===== src/hdl/assert_macros.svh =====
// Assertion macros for the hop step RTL, used by the queue.
`ifndef ASSERT_MACROS_SVH
`define ASSERT_MACROS_SVH

// Same-cycle implication, disabled while reset is asserted.
`define ASSERT_IMP(label, clk, rst_n, ante, cons) \
    label: assert property (@(posedge clk) disable iff (!rst_n) (ante) |-> (cons)) \
        else $error("assertion failed");

// Next-cycle implication, disabled while reset is asserted.
`define ASSERT_NXT(label, clk, rst_n, ante, cons) \
    label: assert property (@(posedge clk) disable iff (!rst_n) (ante) |=> (cons)) \
        else $error("assertion failed");

`endif


===== src/hdl/lph_pkg.sv =====
// Types and constants of the lattice hop step block.
`timescale 1ns / 1ps
package lph_pkg;

    localparam int SITES  = 1024;

    localparam int POS_W  = 10;
    localparam int PROB_W = 16;
    localparam int POT_W  = 24;
    localparam int ENT_W  = 48;
    localparam int DISP_W = 32;
    localparam int CNT_W  = 11;
    localparam int KIND_W = 2;
    localparam int SEL_W  = 3;

    localparam int QUEUE_DEPTH = 4;

    localparam logic MODE_LOAD = 1'b0;
    localparam logic MODE_STEP = 1'b1;

    localparam logic [SEL_W-1:0] SEL_LP_PLUS  = 3'd0;
    localparam logic [SEL_W-1:0] SEL_RP_PLUS  = 3'd1;
    localparam logic [SEL_W-1:0] SEL_LP_MINUS = 3'd2;
    localparam logic [SEL_W-1:0] SEL_RP_MINUS = 3'd3;
    localparam logic [SEL_W-1:0] SEL_DV_LEFT  = 3'd4;
    localparam logic [SEL_W-1:0] SEL_DV_RIGHT = 3'd5;

    localparam logic [KIND_W-1:0] HOP_STAY  = 2'd0;
    localparam logic [KIND_W-1:0] HOP_LEFT  = 2'd1;
    localparam logic [KIND_W-1:0] HOP_RIGHT = 2'd2;

    localparam logic [1:0] REG_SITE_COUNT = 2'd0;
    localparam logic [1:0] REG_FLIP       = 2'd1;
    localparam logic [1:0] REG_VELOCITY   = 2'd2;

    // 1.0 in Q1.16
    localparam logic [PROB_W:0] PROB_ONE = 17'h10000;

    typedef struct packed {
        logic                    mode;
        logic [SEL_W-1:0]        sel;
        logic [POS_W-1:0]        pos;
        logic signed [POT_W-1:0] value;
        logic                    spin;
        logic [PROB_W-1:0]       rand_flip;
        logic [PROB_W-1:0]       rand_move;
        logic signed [ENT_W-1:0] entropy;
        logic signed [DISP_W-1:0] disp;
    } in_item_t;

    // step after table lookup; thresholds are raw until the divider finishes
    typedef struct packed {
        logic [POS_W-1:0]        x;
        logic                    spin;
        logic [PROB_W-1:0]       rand_flip;
        logic [PROB_W-1:0]       rand_move;
        logic signed [ENT_W-1:0] entropy;
        logic signed [DISP_W-1:0] disp;
        logic [POT_W-1:0]        dv_left;
        logic [POT_W-1:0]        dv_right;
        logic [PROB_W:0]         thr_left;
        logic [PROB_W:0]         thr_total;
    } hop_item_t;

endpackage


===== src/hdl/lph_queue.sv =====
// Short item queue between the front end and the back end.
`timescale 1ns / 1ps
`include "assert_macros.svh"
module lph_queue (
    input  logic               aclk,
    input  logic               aresetn,
    input  logic               push,
    input  lph_pkg::hop_item_t push_item,
    output logic               full,
    input  logic               pop,
    output logic               q_valid,
    output lph_pkg::hop_item_t q_item
);
    import lph_pkg::*;

    localparam int PTR_W = $clog2(QUEUE_DEPTH);
    localparam int CW    = $clog2(QUEUE_DEPTH + 1);

    hop_item_t        mem [QUEUE_DEPTH];
    logic [PTR_W-1:0] wr_ptr_reg;
    logic [PTR_W-1:0] rd_ptr_reg;
    logic [CW-1:0]    count_reg;

    assign full    = count_reg == CW'(QUEUE_DEPTH);
    assign q_valid = count_reg != '0;
    assign q_item  = mem[rd_ptr_reg];

    always_ff @(posedge aclk) begin
        if (push) begin
            mem[wr_ptr_reg] <= push_item;
        end
    end

    always_ff @(posedge aclk) begin
        if (!aresetn) begin
            wr_ptr_reg <= '0;
            rd_ptr_reg <= '0;
            count_reg  <= '0;
        end else begin
            if (push) begin
                wr_ptr_reg <= wr_ptr_reg + 1'b1;
            end
            if (pop) begin
                rd_ptr_reg <= rd_ptr_reg + 1'b1;
            end
            unique case ({push, pop})
                2'b10:   count_reg <= count_reg + 1'b1;
                2'b01:   count_reg <= count_reg - 1'b1;
                default: count_reg <= count_reg;
            endcase
        end
    end

    `ASSERT_IMP(a_no_push_when_full, aclk, aresetn, push, count_reg != CW'(QUEUE_DEPTH))
    `ASSERT_IMP(a_no_pop_when_empty, aclk, aresetn, pop, count_reg != '0)
    `ASSERT_NXT(a_count_up, aclk, aresetn, push && !pop, count_reg == $past(count_reg) + 1'b1)

endmodule


===== config.mk =====
export PLATFORM = sky130hd
export DESIGN_NAME = lph_queue
export DESIGN_NICKNAME = d
export VERILOG_FILES = /design/src/hdl/lph_pkg.sv /design/src/hdl/lph_queue.sv
export VERILOG_INCLUDE_DIRS = /design/src /design/src/hdl
export SDC_FILE = /design/constraint.sdc
export NUM_CORES = 1
export LEC_CHECK = 0
export ABC_AREA = 1
export BUFFER_PORTS_ARGS = -buffer_cell sky130_fd_sc_hd__buf_2
export CAP_MARGIN = 20
export CORE_ASPECT_RATIO = 0.9
export CORE_UTILIZATION = 50
export DETAILED_ROUTE_END_ITERATION = 10
export PLACE_DENSITY = 0.77
export SKIP_CTS_REPAIR_TIMING = 1
export SLEW_MARGIN = 20
export SYNTH_ARGS = -nofsm -noshare
export SYNTH_HDL_FRONTEND = slang
export SYNTH_SLANG_ARGS = --single-unit

===== constraint.sdc =====
create_clock -name aclk -period 16.77 [get_ports aclk]
set_clock_uncertainty 0.2 [all_clocks]
set_input_delay 1.677 -clock aclk [delete_from_list [all_inputs] [get_ports aclk]]
set_output_delay 1.677 -clock aclk [all_outputs]
set_load 0.005 [all_outputs]

==> impl_metrics.env <==
export IMPL_status="complete, no violations"
export IMPL_holdCritStartpoint="rd_ptr_reg[1]$_SDFFE_PN0P_"
export IMPL_final_antenna_net_count=0
export IMPL_max_vdd_ir_drop_mv=0.129
export IMPL_largest_reg_flops=820
export IMPL_synth_edf_count=820
export IMPL_setup_viol=0
export IMPL_die_h_um=237
export IMPL_hpwl_mm=38.7
export IMPL_cts_htree_levels=3
export IMPL_dieArea_um2=62500
export IMPL_arrival_ns=3.62
export IMPL_cts_sinks=829
export IMPL_fin_nets=2634
export IMPL_ys_seq_area_share_pct=80.7
export IMPL_hp_class="flop to flop"
export IMPL_synth_area_um2=30700
export IMPL_viasPerCell=5.69
export IMPL_fmax_mhz=182
export IMPL_synth_seq_cells=829
export IMPL_netlist_top_cells_count="820 x edfxtp_1, 413 x nor2_1, 221 x o21ai_0, 205 x o22ai_1, 195 x o21ai_1"
export IMPL_io_buffers=415
export IMPL_routedWlPerCell_um=20.9
export IMPL_synthDistinctLibCells=21
export IMPL_cts_tree="built"
export IMPL_yosysMostFrequentCell="edfxtp_1"
export IMPL_yosysWarnings=0
export IMPL_cts_path_max_buffers=3
export IMPL_initial_core_util_pct=51.0
export IMPL_crit_fanout=106
export IMPL_syn_nets=2254
export IMPL_postSynthCellCount=2039
export IMPL_grt_overflow=0
export IMPL_antenna_found_initial=23
export IMPL_drt_iter0_markers=1581
export IMPL_synthArstFlopShare_pct=0
export IMPL_rsz0062_at_grt="false"
export IMPL_hold_viol_final=0
export IMPL_slew_headroom_pct=24.1
export IMPL_worstHoldPathCells=1
export IMPL_drv_slew=0
export IMPL_wirelength_mm=68.9
export IMPL_place_area_um2=33200
export IMPL_setup_worst_path_start_class="flop"
export IMPL_placementRows=85
export IMPL_drive_above_1_share_pct=22.4
export IMPL_reg2reg_depth=5
export IMPL_yosysTopAreaCellShare_pct=80.1
export IMPL_grt_pass1_vias=18900
export IMPL_drt_pass1_iter_count=5
export IMPL_syn_area_per_cell_um2=15.1
export IMPL_required_ns=14.89
export IMPL_netlist_top_cells_area="edfxtp_1 80%, nor2_1 5.0%, o22ai_1 4.2%"
export IMPL_period_share_pct=32.8
export IMPL_worstMarginPinSlew_ns=1.14
export IMPL_cts_buffers=81
export IMPL_cts_root_buf="clkbuf_16"
export IMPL_grt_start_max_net_pins=238
export IMPL_grt_pass1_wl_mm=104
export IMPL_die_w_um=263
export IMPL_r2r_slack_ns=13.92
export IMPL_vias=18700
export IMPL_synth_main_ff_cell="edfxtp_1"
export IMPL_ios=416
export IMPL_cellPowerDensity_nw_per_um2=127
export IMPL_power_leakage_uw=0.0124
export IMPL_area_delta_synth_final_pct=16.6
export IMPL_clk_latency_ns=0.60
export IMPL_fin_area_um2=35800
export IMPL_critical_path_endpoint_type="primary output"
export IMPL_gp_congestion=0.796
export IMPL_critPathKind="flop to primary output"
export IMPL_maxCapViolCount=0
export IMPL_yosys_area_top_type="edfxtp_1"
export IMPL_setup_tns_ns=0
export IMPL_clk_pin_slew_ns=0.06
export IMPL_r2r_start="wr_ptr_reg[0]$_SDFFE_PN0P_"
export IMPL_drc=0
export IMPL_period_needed_ns=5.50
export IMPL_coreArea_um2=60300
export IMPL_grt_use_total_pct=21.6
export IMPL_reg2reg_to="mem[0][76]$_DFFE_PP_"
[cell usage in the layout (no fill, tap or decap)]
cell type	count
nand2_1	9
buf_2	415
clkbuf_8	1
clkinv_2	17
bufinv_16	10
fa_1	1
inv_8	4
a21oi_1	5
clkinv_8	1
diode_2	21
nor2_1	413
nand4_1	1
ha_1	5
inv_1	11
dfxtp_4	2
nor3_1	1
dfxtp_1	7
o22ai_1	205
edfxtp_1	820
buf_4	17
clkbuf_16	81
clkbuf_1	18
inv_6	7
o21ai_1	195
clkinvlp_4	2
clkinv_1	13
nand3_1	2
o21ai_0	221
[where the power goes]
group,switching (uW),leakage [uW],internal [uW]
sequential,22.8,0.00761,2370
clock,736,0.00128,1050
combinational,250,0.00349,124
[worst max-delay path, stage by stage (launching register included)]
cell     delay [ns]
dfxtp_4        0.56
buf_4          0.76
buf_4          0.88
o21ai_0        0.25
o22ai_1        0.28
buf_2          0.16
[per-layer routing]
layer	up-vias	part of all wire (%)	GRT usage, %
li1	8542	-	-
met1	9313	38	26.1
met2	665	51	36.8
met3	178	6.2	4.39
met4	8	4.2	11.4
met5	-	0.065	0
[worst max path at each step]
stage / end
after floorplan: mem[0][0]$_DFFE_PP_
after global placement: q_item[128]
after detailed placement: q_item[97]
after CTS: q_item[150]
after global routing: q_item[68]
final: q_item[97]
[area by class of cell]
class / count / area (um^2)
flip-flops and latches: 829 / 24800
diodes: 21 / 52.6
inverters: 17 / 111
fillers: 4483 / 24500
clock buffers: 100 / 2110
multi-input cells: 1058 / 5080
well taps: 783 / 980
repair buffers: 432 / 2200
clock inverters: 48 / 502
[kinds of logic (layout without fill, tap and decap cells)]
group	after synthesis	count (layout)	share of synthesized area [%]
flops	829	829	80.7
simple gates	426	426	5.22
other cells	0	21	0
compound gates	626	626	11.0
fa+ha+maj	6	6	0.269
buf+inv	152	597	2.80
[through the flow]
step	setup WS [ns]	std cells	power [uW]	hold slack, ns	utilization (%)
detailed placement	11.95	3119	2810	0.239	55.0
CTS	11.27	3267	4580	0.248	59.4
floorplan	10.37	2039	2650	0.212	-
finish	11.27	3288	4550	0.245	59.4
global route	11.00	3286	4700	0.258	59.4
global placement	12.01	3119	2790	0.215	55.0
(Power assumes the default switching activity.)
