### src/hdl/assert_macros.svh
// Assertion macros for the hop step RTL, used by the queue.
`ifndef ASSERT_MACROS_SVH
`define ASSERT_MACROS_SVH

// Same-cycle implication, disabled while reset is asserted.
`define ASSERT_IMP(label, clk, rst_n, ante, cons) \
    label: assert property (@(posedge clk) disable iff (!rst_n) (ante) |-> (cons)) \
        else $error("assertion failed");

// Next-cycle implication, disabled while reset is asserted.
`define ASSERT_NXT(label, clk, rst_n, ante, cons) \
    label: assert property (@(posedge clk) disable iff (!rst_n) (ante) |=> (cons)) \
        else $error("assertion failed");

`endif

### src/hdl/lph_pkg.sv
// Types and constants of the lattice hop step block.
`timescale 1ns / 1ps
package lph_pkg;

    localparam int SITES  = 1024;

    localparam int POS_W  = 10;
    localparam int PROB_W = 16;
    localparam int POT_W  = 24;
    localparam int ENT_W  = 48;
    localparam int DISP_W = 32;
    localparam int CNT_W  = 11;
    localparam int KIND_W = 2;
    localparam int SEL_W  = 3;

    localparam int QUEUE_DEPTH = 4;

    localparam logic MODE_LOAD = 1'b0;
    localparam logic MODE_STEP = 1'b1;

    localparam logic [SEL_W-1:0] SEL_LP_PLUS  = 3'd0;
    localparam logic [SEL_W-1:0] SEL_RP_PLUS  = 3'd1;
    localparam logic [SEL_W-1:0] SEL_LP_MINUS = 3'd2;
    localparam logic [SEL_W-1:0] SEL_RP_MINUS = 3'd3;
    localparam logic [SEL_W-1:0] SEL_DV_LEFT  = 3'd4;
    localparam logic [SEL_W-1:0] SEL_DV_RIGHT = 3'd5;

    localparam logic [KIND_W-1:0] HOP_STAY  = 2'd0;
    localparam logic [KIND_W-1:0] HOP_LEFT  = 2'd1;
    localparam logic [KIND_W-1:0] HOP_RIGHT = 2'd2;

    localparam logic [1:0] REG_SITE_COUNT = 2'd0;
    localparam logic [1:0] REG_FLIP       = 2'd1;
    localparam logic [1:0] REG_VELOCITY   = 2'd2;

    // 1.0 in Q1.16
    localparam logic [PROB_W:0] PROB_ONE = 17'h10000;

    typedef struct packed {
        logic                    mode;
        logic [SEL_W-1:0]        sel;
        logic [POS_W-1:0]        pos;
        logic signed [POT_W-1:0] value;
        logic                    spin;
        logic [PROB_W-1:0]       rand_flip;
        logic [PROB_W-1:0]       rand_move;
        logic signed [ENT_W-1:0] entropy;
        logic signed [DISP_W-1:0] disp;
    } in_item_t;

    // step after table lookup; thresholds are raw until the divider finishes
    typedef struct packed {
        logic [POS_W-1:0]        x;
        logic                    spin;
        logic [PROB_W-1:0]       rand_flip;
        logic [PROB_W-1:0]       rand_move;
        logic signed [ENT_W-1:0] entropy;
        logic signed [DISP_W-1:0] disp;
        logic [POT_W-1:0]        dv_left;
        logic [POT_W-1:0]        dv_right;
        logic [PROB_W:0]         thr_left;
        logic [PROB_W:0]         thr_total;
    } hop_item_t;

endpackage

### src/hdl/lph_back.sv
// Back end: hop decision, spin flip, position wrap, saturating accumulators, output register.
`timescale 1ns / 1ps
module lph_back (
    input  logic                             aclk,
    input  logic                             aresetn,
    input  logic                             q_valid,
    input  lph_pkg::hop_item_t               q_item,
    output logic                             pop,
    input  logic [lph_pkg::CNT_W-1:0]        n_eff,
    input  logic [lph_pkg::PROB_W-1:0]       flip_threshold,
    input  logic [lph_pkg::POT_W-1:0]        velocity_term,
    output logic                             m_valid,
    input  logic                             m_ready,
    output logic [lph_pkg::POS_W-1:0]        m_new_position,
    output logic                             m_new_spin,
    output logic signed [lph_pkg::ENT_W-1:0] m_entropy_out,
    output logic signed [lph_pkg::DISP_W-1:0] m_displacement_out,
    output logic [lph_pkg::KIND_W-1:0]       m_hop_kind
);
    import lph_pkg::*;

    hop_item_t it;
    assign it = q_item;

    logic              left_hit;
    logic              right_hit;
    logic [CNT_W-1:0]  x_inc;
    logic [POS_W-1:0]  pos_left;
    logic [POS_W-1:0]  pos_right;
    logic [POT_W:0]    sv;
    logic [POT_W+1:0]  sv_ext;
    logic [POT_W+1:0]  dent;
    logic [ENT_W:0]    ent_sum;
    logic [DISP_W:0]   disp_sum;
    logic [DISP_W:0]   ddisp;

    logic [POS_W-1:0]  pos_next;
    logic [KIND_W-1:0] kind_next;
    logic [ENT_W-1:0]  ent_next;
    logic [DISP_W-1:0] disp_next;
    logic              spin_next;

    always_comb begin
        left_hit  = {1'b0, it.rand_move} < it.thr_left;
        right_hit = !left_hit && ({1'b0, it.rand_move} < it.thr_total);

        x_inc     = {1'b0, it.x} + 1'b1;
        pos_left  = (it.x == '0) ? POS_W'(n_eff - 1'b1) : it.x - 1'b1;
        pos_right = (x_inc == n_eff) ? '0 : x_inc[POS_W-1:0];

        sv     = it.spin ? {velocity_term[POT_W-1], velocity_term}
                         : -{velocity_term[POT_W-1], velocity_term};
        sv_ext = {sv[POT_W], sv};

        priority if (left_hit) begin
            pos_next  = pos_left;
            kind_next = HOP_LEFT;
            dent      = -sv_ext - {{2{it.dv_left[POT_W-1]}}, it.dv_left};
            ddisp     = '1;
        end else if (right_hit) begin
            pos_next  = pos_right;
            kind_next = HOP_RIGHT;
            dent      = sv_ext - {{2{it.dv_right[POT_W-1]}}, it.dv_right};
            ddisp     = (DISP_W + 1)'(1);
        end else begin
            pos_next  = it.x;
            kind_next = HOP_STAY;
            dent      = '0;
            ddisp     = '0;
        end

        ent_sum = {it.entropy[ENT_W-1], it.entropy}
                + {{(ENT_W - POT_W - 1){dent[POT_W+1]}}, dent};
        if (ent_sum[ENT_W] != ent_sum[ENT_W-1]) begin
            ent_next = ent_sum[ENT_W] ? {1'b1, {(ENT_W-1){1'b0}}} : {1'b0, {(ENT_W-1){1'b1}}};
        end else begin
            ent_next = ent_sum[ENT_W-1:0];
        end

        disp_sum = {it.disp[DISP_W-1], it.disp} + ddisp;
        if (disp_sum[DISP_W] != disp_sum[DISP_W-1]) begin
            disp_next = disp_sum[DISP_W] ? {1'b1, {(DISP_W-1){1'b0}}}
                                         : {1'b0, {(DISP_W-1){1'b1}}};
        end else begin
            disp_next = disp_sum[DISP_W-1:0];
        end

        spin_next = (it.rand_flip < flip_threshold) ? !it.spin : it.spin;
    end

    logic m_valid_reg;
    assign m_valid = m_valid_reg;
    assign pop     = q_valid && (!m_valid_reg || m_ready);

    always_ff @(posedge aclk) begin
        if (!aresetn) begin
            m_valid_reg <= 1'b0;
        end else if (pop) begin
            m_valid_reg <= 1'b1;
        end else if (m_ready) begin
            m_valid_reg <= 1'b0;
        end
    end

    always_ff @(posedge aclk) begin
        if (pop) begin
            m_new_position     <= pos_next;
            m_new_spin         <= spin_next;
            m_entropy_out      <= ent_next;
            m_displacement_out <= disp_next;
            m_hop_kind         <= kind_next;
        end
    end

endmodule

### config.mk
export PLATFORM = sky130hd
export DESIGN_NAME = lph_back
export DESIGN_NICKNAME = d
export VERILOG_FILES = /design/src/hdl/assert_macros.svh /design/src/hdl/lph_pkg.sv /design/src/hdl/lph_back.sv
export SDC_FILE = /design/constraint.sdc
export NUM_CORES = 1
export LEC_CHECK = 0
export BUFFER_PORTS_ARGS = -buffer_cell sky130_fd_sc_hd__buf_2
export CORE_MARGIN = 2
export CORE_UTILIZATION = 50
export CTS_BUF_LIST = sky130_fd_sc_hd__clkbuf_16
export CTS_CLUSTER_SIZE = 8
export DETAILED_ROUTE_END_ITERATION = 12
export PLACE_DENSITY = 0.8
export SLEW_MARGIN = 20
export SYNTH_ARGS = -nofsm -noshare
export SYNTH_HDL_FRONTEND = slang
export SYNTH_SLANG_ARGS = --single-unit
export TNS_END_PERCENT = 5
### constraint.sdc
create_clock -name aclk -period 8.1 [get_ports aclk]
set_input_delay 0 -clock aclk [delete_from_list [all_inputs] [get_ports aclk]]
set_output_delay 0 -clock aclk [all_outputs]
set_load 0.01 [all_outputs]
==> flow_summary.yaml <==
timing:
  relSlewSlack_pct: 40.4
  period_share_pct: 86.5
  clock_skew_ns: 0.00652
  rsz0062_at_grt: "no"
  worst_pin_slew_ns: 0.893
  finalSetupTns_ns: 0
  max_freq_mhz: 143
  setup_viol: 0
  hold_viol_final: 0
  fin_crit_ns: 7.01
  finalWorstSetupSlack_ns: 1.09
  maxSlewViolCount: 0
synthesis:
  yosysWarnings: 0
  synthDistinctLibCells: 81
  syn_area_um2: 13200
  synth-edff-count: 93
  synthCells: 1624
  syn_area_per_cell_um2: 8.16
  ys.flop_type: "edfxtp_1"
  async_reset_ff_share_pct: 0
  synth_nets: 2073
  ys_ff_latch: 94
  synth_seq_area_share_pct: 21.2
routing:
  via_per_inst: 5.81
  drc: 0
  drtAntennaViolNets: 0
  wl_per_cell_um: 16.7
  drtIter0Drc: 1064
  vias: 13381
  wirelength_um: 38400
  dr.pass1.iters: 7
clock_network:
  h-tree-depth: 3
  cts_resized: 0
  clock_path_buffers: 2
  cts_tree: "built"
  cts_sinks: 94
  clockRootBuffer: "clkbuf_16"
  insertion_delay_ns: 0.35
  clk_pin_slew_worst_paths_ns: 0.07
  cts_buffers: 9
cells_and_area:
  drive_above_1_share_pct: 21.0
  nNetsFinal: 2404
  area_delta_synth_final_pct: 18.2
  largest-register: "m_entropy_out"
  top_regs: "m_entropy_out (48), m_displacement_out (32), m_new_position (10)"
  largest_reg_flops: 48
  finalNonFillerCells: 2302
global_route:
  grt_antenna_before_repair: 8
  grt_pass1_wl_um: 61200
  grt_remaining_overflow: 0
  grt_max_degree: 69
  grt_usage_pct: 26.6
  grt_pass1_vias: 12775
worst_setup_path:
  end_kind: "register"
  path_max_fanout: 22
  critPathSlowestCell: "nor4_1"
  cp.required_ns: 8.17
  slowest_delay_ns: 0.59
  critPathKind: "primary input to register"
  crit_top_cell: "a21oi_1"
  start_kind: "primary input"
  critPathArrivalTime_ns: 7.07
die:
  rows: 59
  fp.dieW_um: 167
  fp.dieH_um: 167
  core_area_um2: 26100
  die_area_um2: 27800
  start_util_pct: 50.8
  ios: 355
power:
  ir_worst_vdd_uv: 197
  leakage_uw: 0.00740
  p_int_uw: 1940
  clkPwrFrac_pct: 12.6
  pwr-share-seq_pct: 24.4
  switching_share_pct: 44.1
  power_frac_comb_pct: 63.0
  p_sw_uw: 1530
  power_density_nw_per_um2: 222
placement:
  dp_slack_ns: 0.876
  dp_cells: 2277
  gp_congestion: 0.906
  io_buffer_count: 354
  hpwl_um: 31800
hold_path:
  hold_path_class: "primary input to register"
flow_run:
  drv_cap: 0
status:
  status: "complete, no violations"
synth_stat cells (8+ instances only):
cell,n,area [µm²]
nor2_1,113,424
and2_1,11,68.8
clkbuf_1,32,120
edfxtp_1,93,2790
nor3_1,32,160
nand3_1,45,225
inv_1,130,488
nand4_1,19,119
o21a_1,17,128
ha_1,185,2310
o211ai_1,19,143
a21oi_1,155,776
a21o_1,69,518
maj3_1,9,90.1
nand2_1,96,360
a211oi_1,19,143
o22ai_1,15,93.8
nor2b_1,26,163
xor2_1,86,753
nor4_1,8,50.1
a31oi_1,20,125
xnor2_1,87,762
nand2b_1,19,119
o21ai_0,146,731
o21bai_1,16,120
and3_1,17,106
power by group through the flow:
stage,Sequential [µW],Clock (µW),Combinational (µW)
2_1_floorplan,934,0,1490
3_3_place_gp,856,0,2110
3_5_place_dp,861,0,2160
4_1_cts,850,449,2170
5_1_grt,861,462,2430
6_report,849,436,2190
per-stage QoR:
stage          instance area, µm²  utilization [%]  hold WS [ns]  power (µW)
6_report                    15700             60.1        0.0698        3480
3_5_place_dp                15300             58.8         0.228        3020
2_1_floorplan               13200                -         0.118        2420
3_3_place_gp                15300             58.8         0.210        2970
4_1_cts                     15600             60.0        0.0531        3470
5_1_grt                     15700             60.1        0.0850        3750
placed cells by master, fill, tap and decap left out, types with 6 or more instances in the layout:
cell type  count
diode_2        7
nand2b_1      19
buf_2        354
o211ai_1      19
a31oi_1       20
o21bai_1      16
nand4_1       19
o22ai_1       15
clkbuf_16      9
buf_4         10
nor2_1       112
a211o_1        6
maj3_1         9
o21a_1        17
and3_1        17
a21o_1        69
nor4_1         8
nor3_1        32
a31o_2         7
nor2b_1       25
ha_1         185
xnor2_1       87
nand3_1       45
a21oi_1      154
xor2_1        86
edfxtp_1      93
and2_1        11
inv_1        129
a211oi_1      19
o21ai_0      145
nand2_1       96
cells by family (layout without fill, tap and decap cells):
kind of cell | count (synthesis) | in the layout | synth area share, %
AO/OA/AOI/OAI | 549 | 549 | 25.9
buffers and inverters | 177 | 513 | 5.43
multiplexers | 6 | 6 | 0.482
flip-flops | 94 | 94 | 21.2
XOR/XNOR | 177 | 177 | 12.1
other | 0 | 7 | 0
AND/OR/NAND/NOR | 418 | 418 | 15.7
adder cells (fa/ha/maj) | 203 | 203 | 19.2
final timing paths:
path	slack, ns	from	to	depth (start not counted)
min reg2reg	1.00	m_valid$_SDFFE_PN0P_	m_entropy_out[46]$_DFFE_PP_	2
max	1.09	velocity_term[10]	m_entropy_out[12]$_DFFE_PP_	29
min	0.07	q_item[203]	m_new_position[8]$_DFFE_PP_	2
max reg2reg	5.77	m_valid$_SDFFE_PN0P_	m_new_spin$_DFFE_PP_	3
metal layers:
layer	wire length, µm	vias up	track usage (%)
met5	16	-	0
met4	902	2	8.92
met3	2480	66	3.14
met2	18300	523	45.8
met1	16700	6149	34.6
li1	-	6641	-
layout make-up:
type                       instances  area [µm²]
antenna                            7        17.5
clock buffer                       9         225
clock inverter                     7        72.6
fill                            2352       10400
inverter                         130         488
multi-input combinational       1353        9740
sequential                        94        2810
tap                              335         419
timing repair buffer             367        1890
what timing repair did:
action / in CTS / in global routing
setup buffers: 0 / 0
hold buffers: 2 / 0
hold endpoints to repair: 1 / 0
critical path, delay by kind of cell:
family                   cells  cell delay, ns
AO/OA/AOI/OAI               16            3.29
XOR/XNOR                     4            0.89
adder cells (fa/ha/maj)      2            0.65
buffers and inverters        3            0.62
AND/OR/NAND/NOR              4            1.59
(Power assumes the default switching activity.)
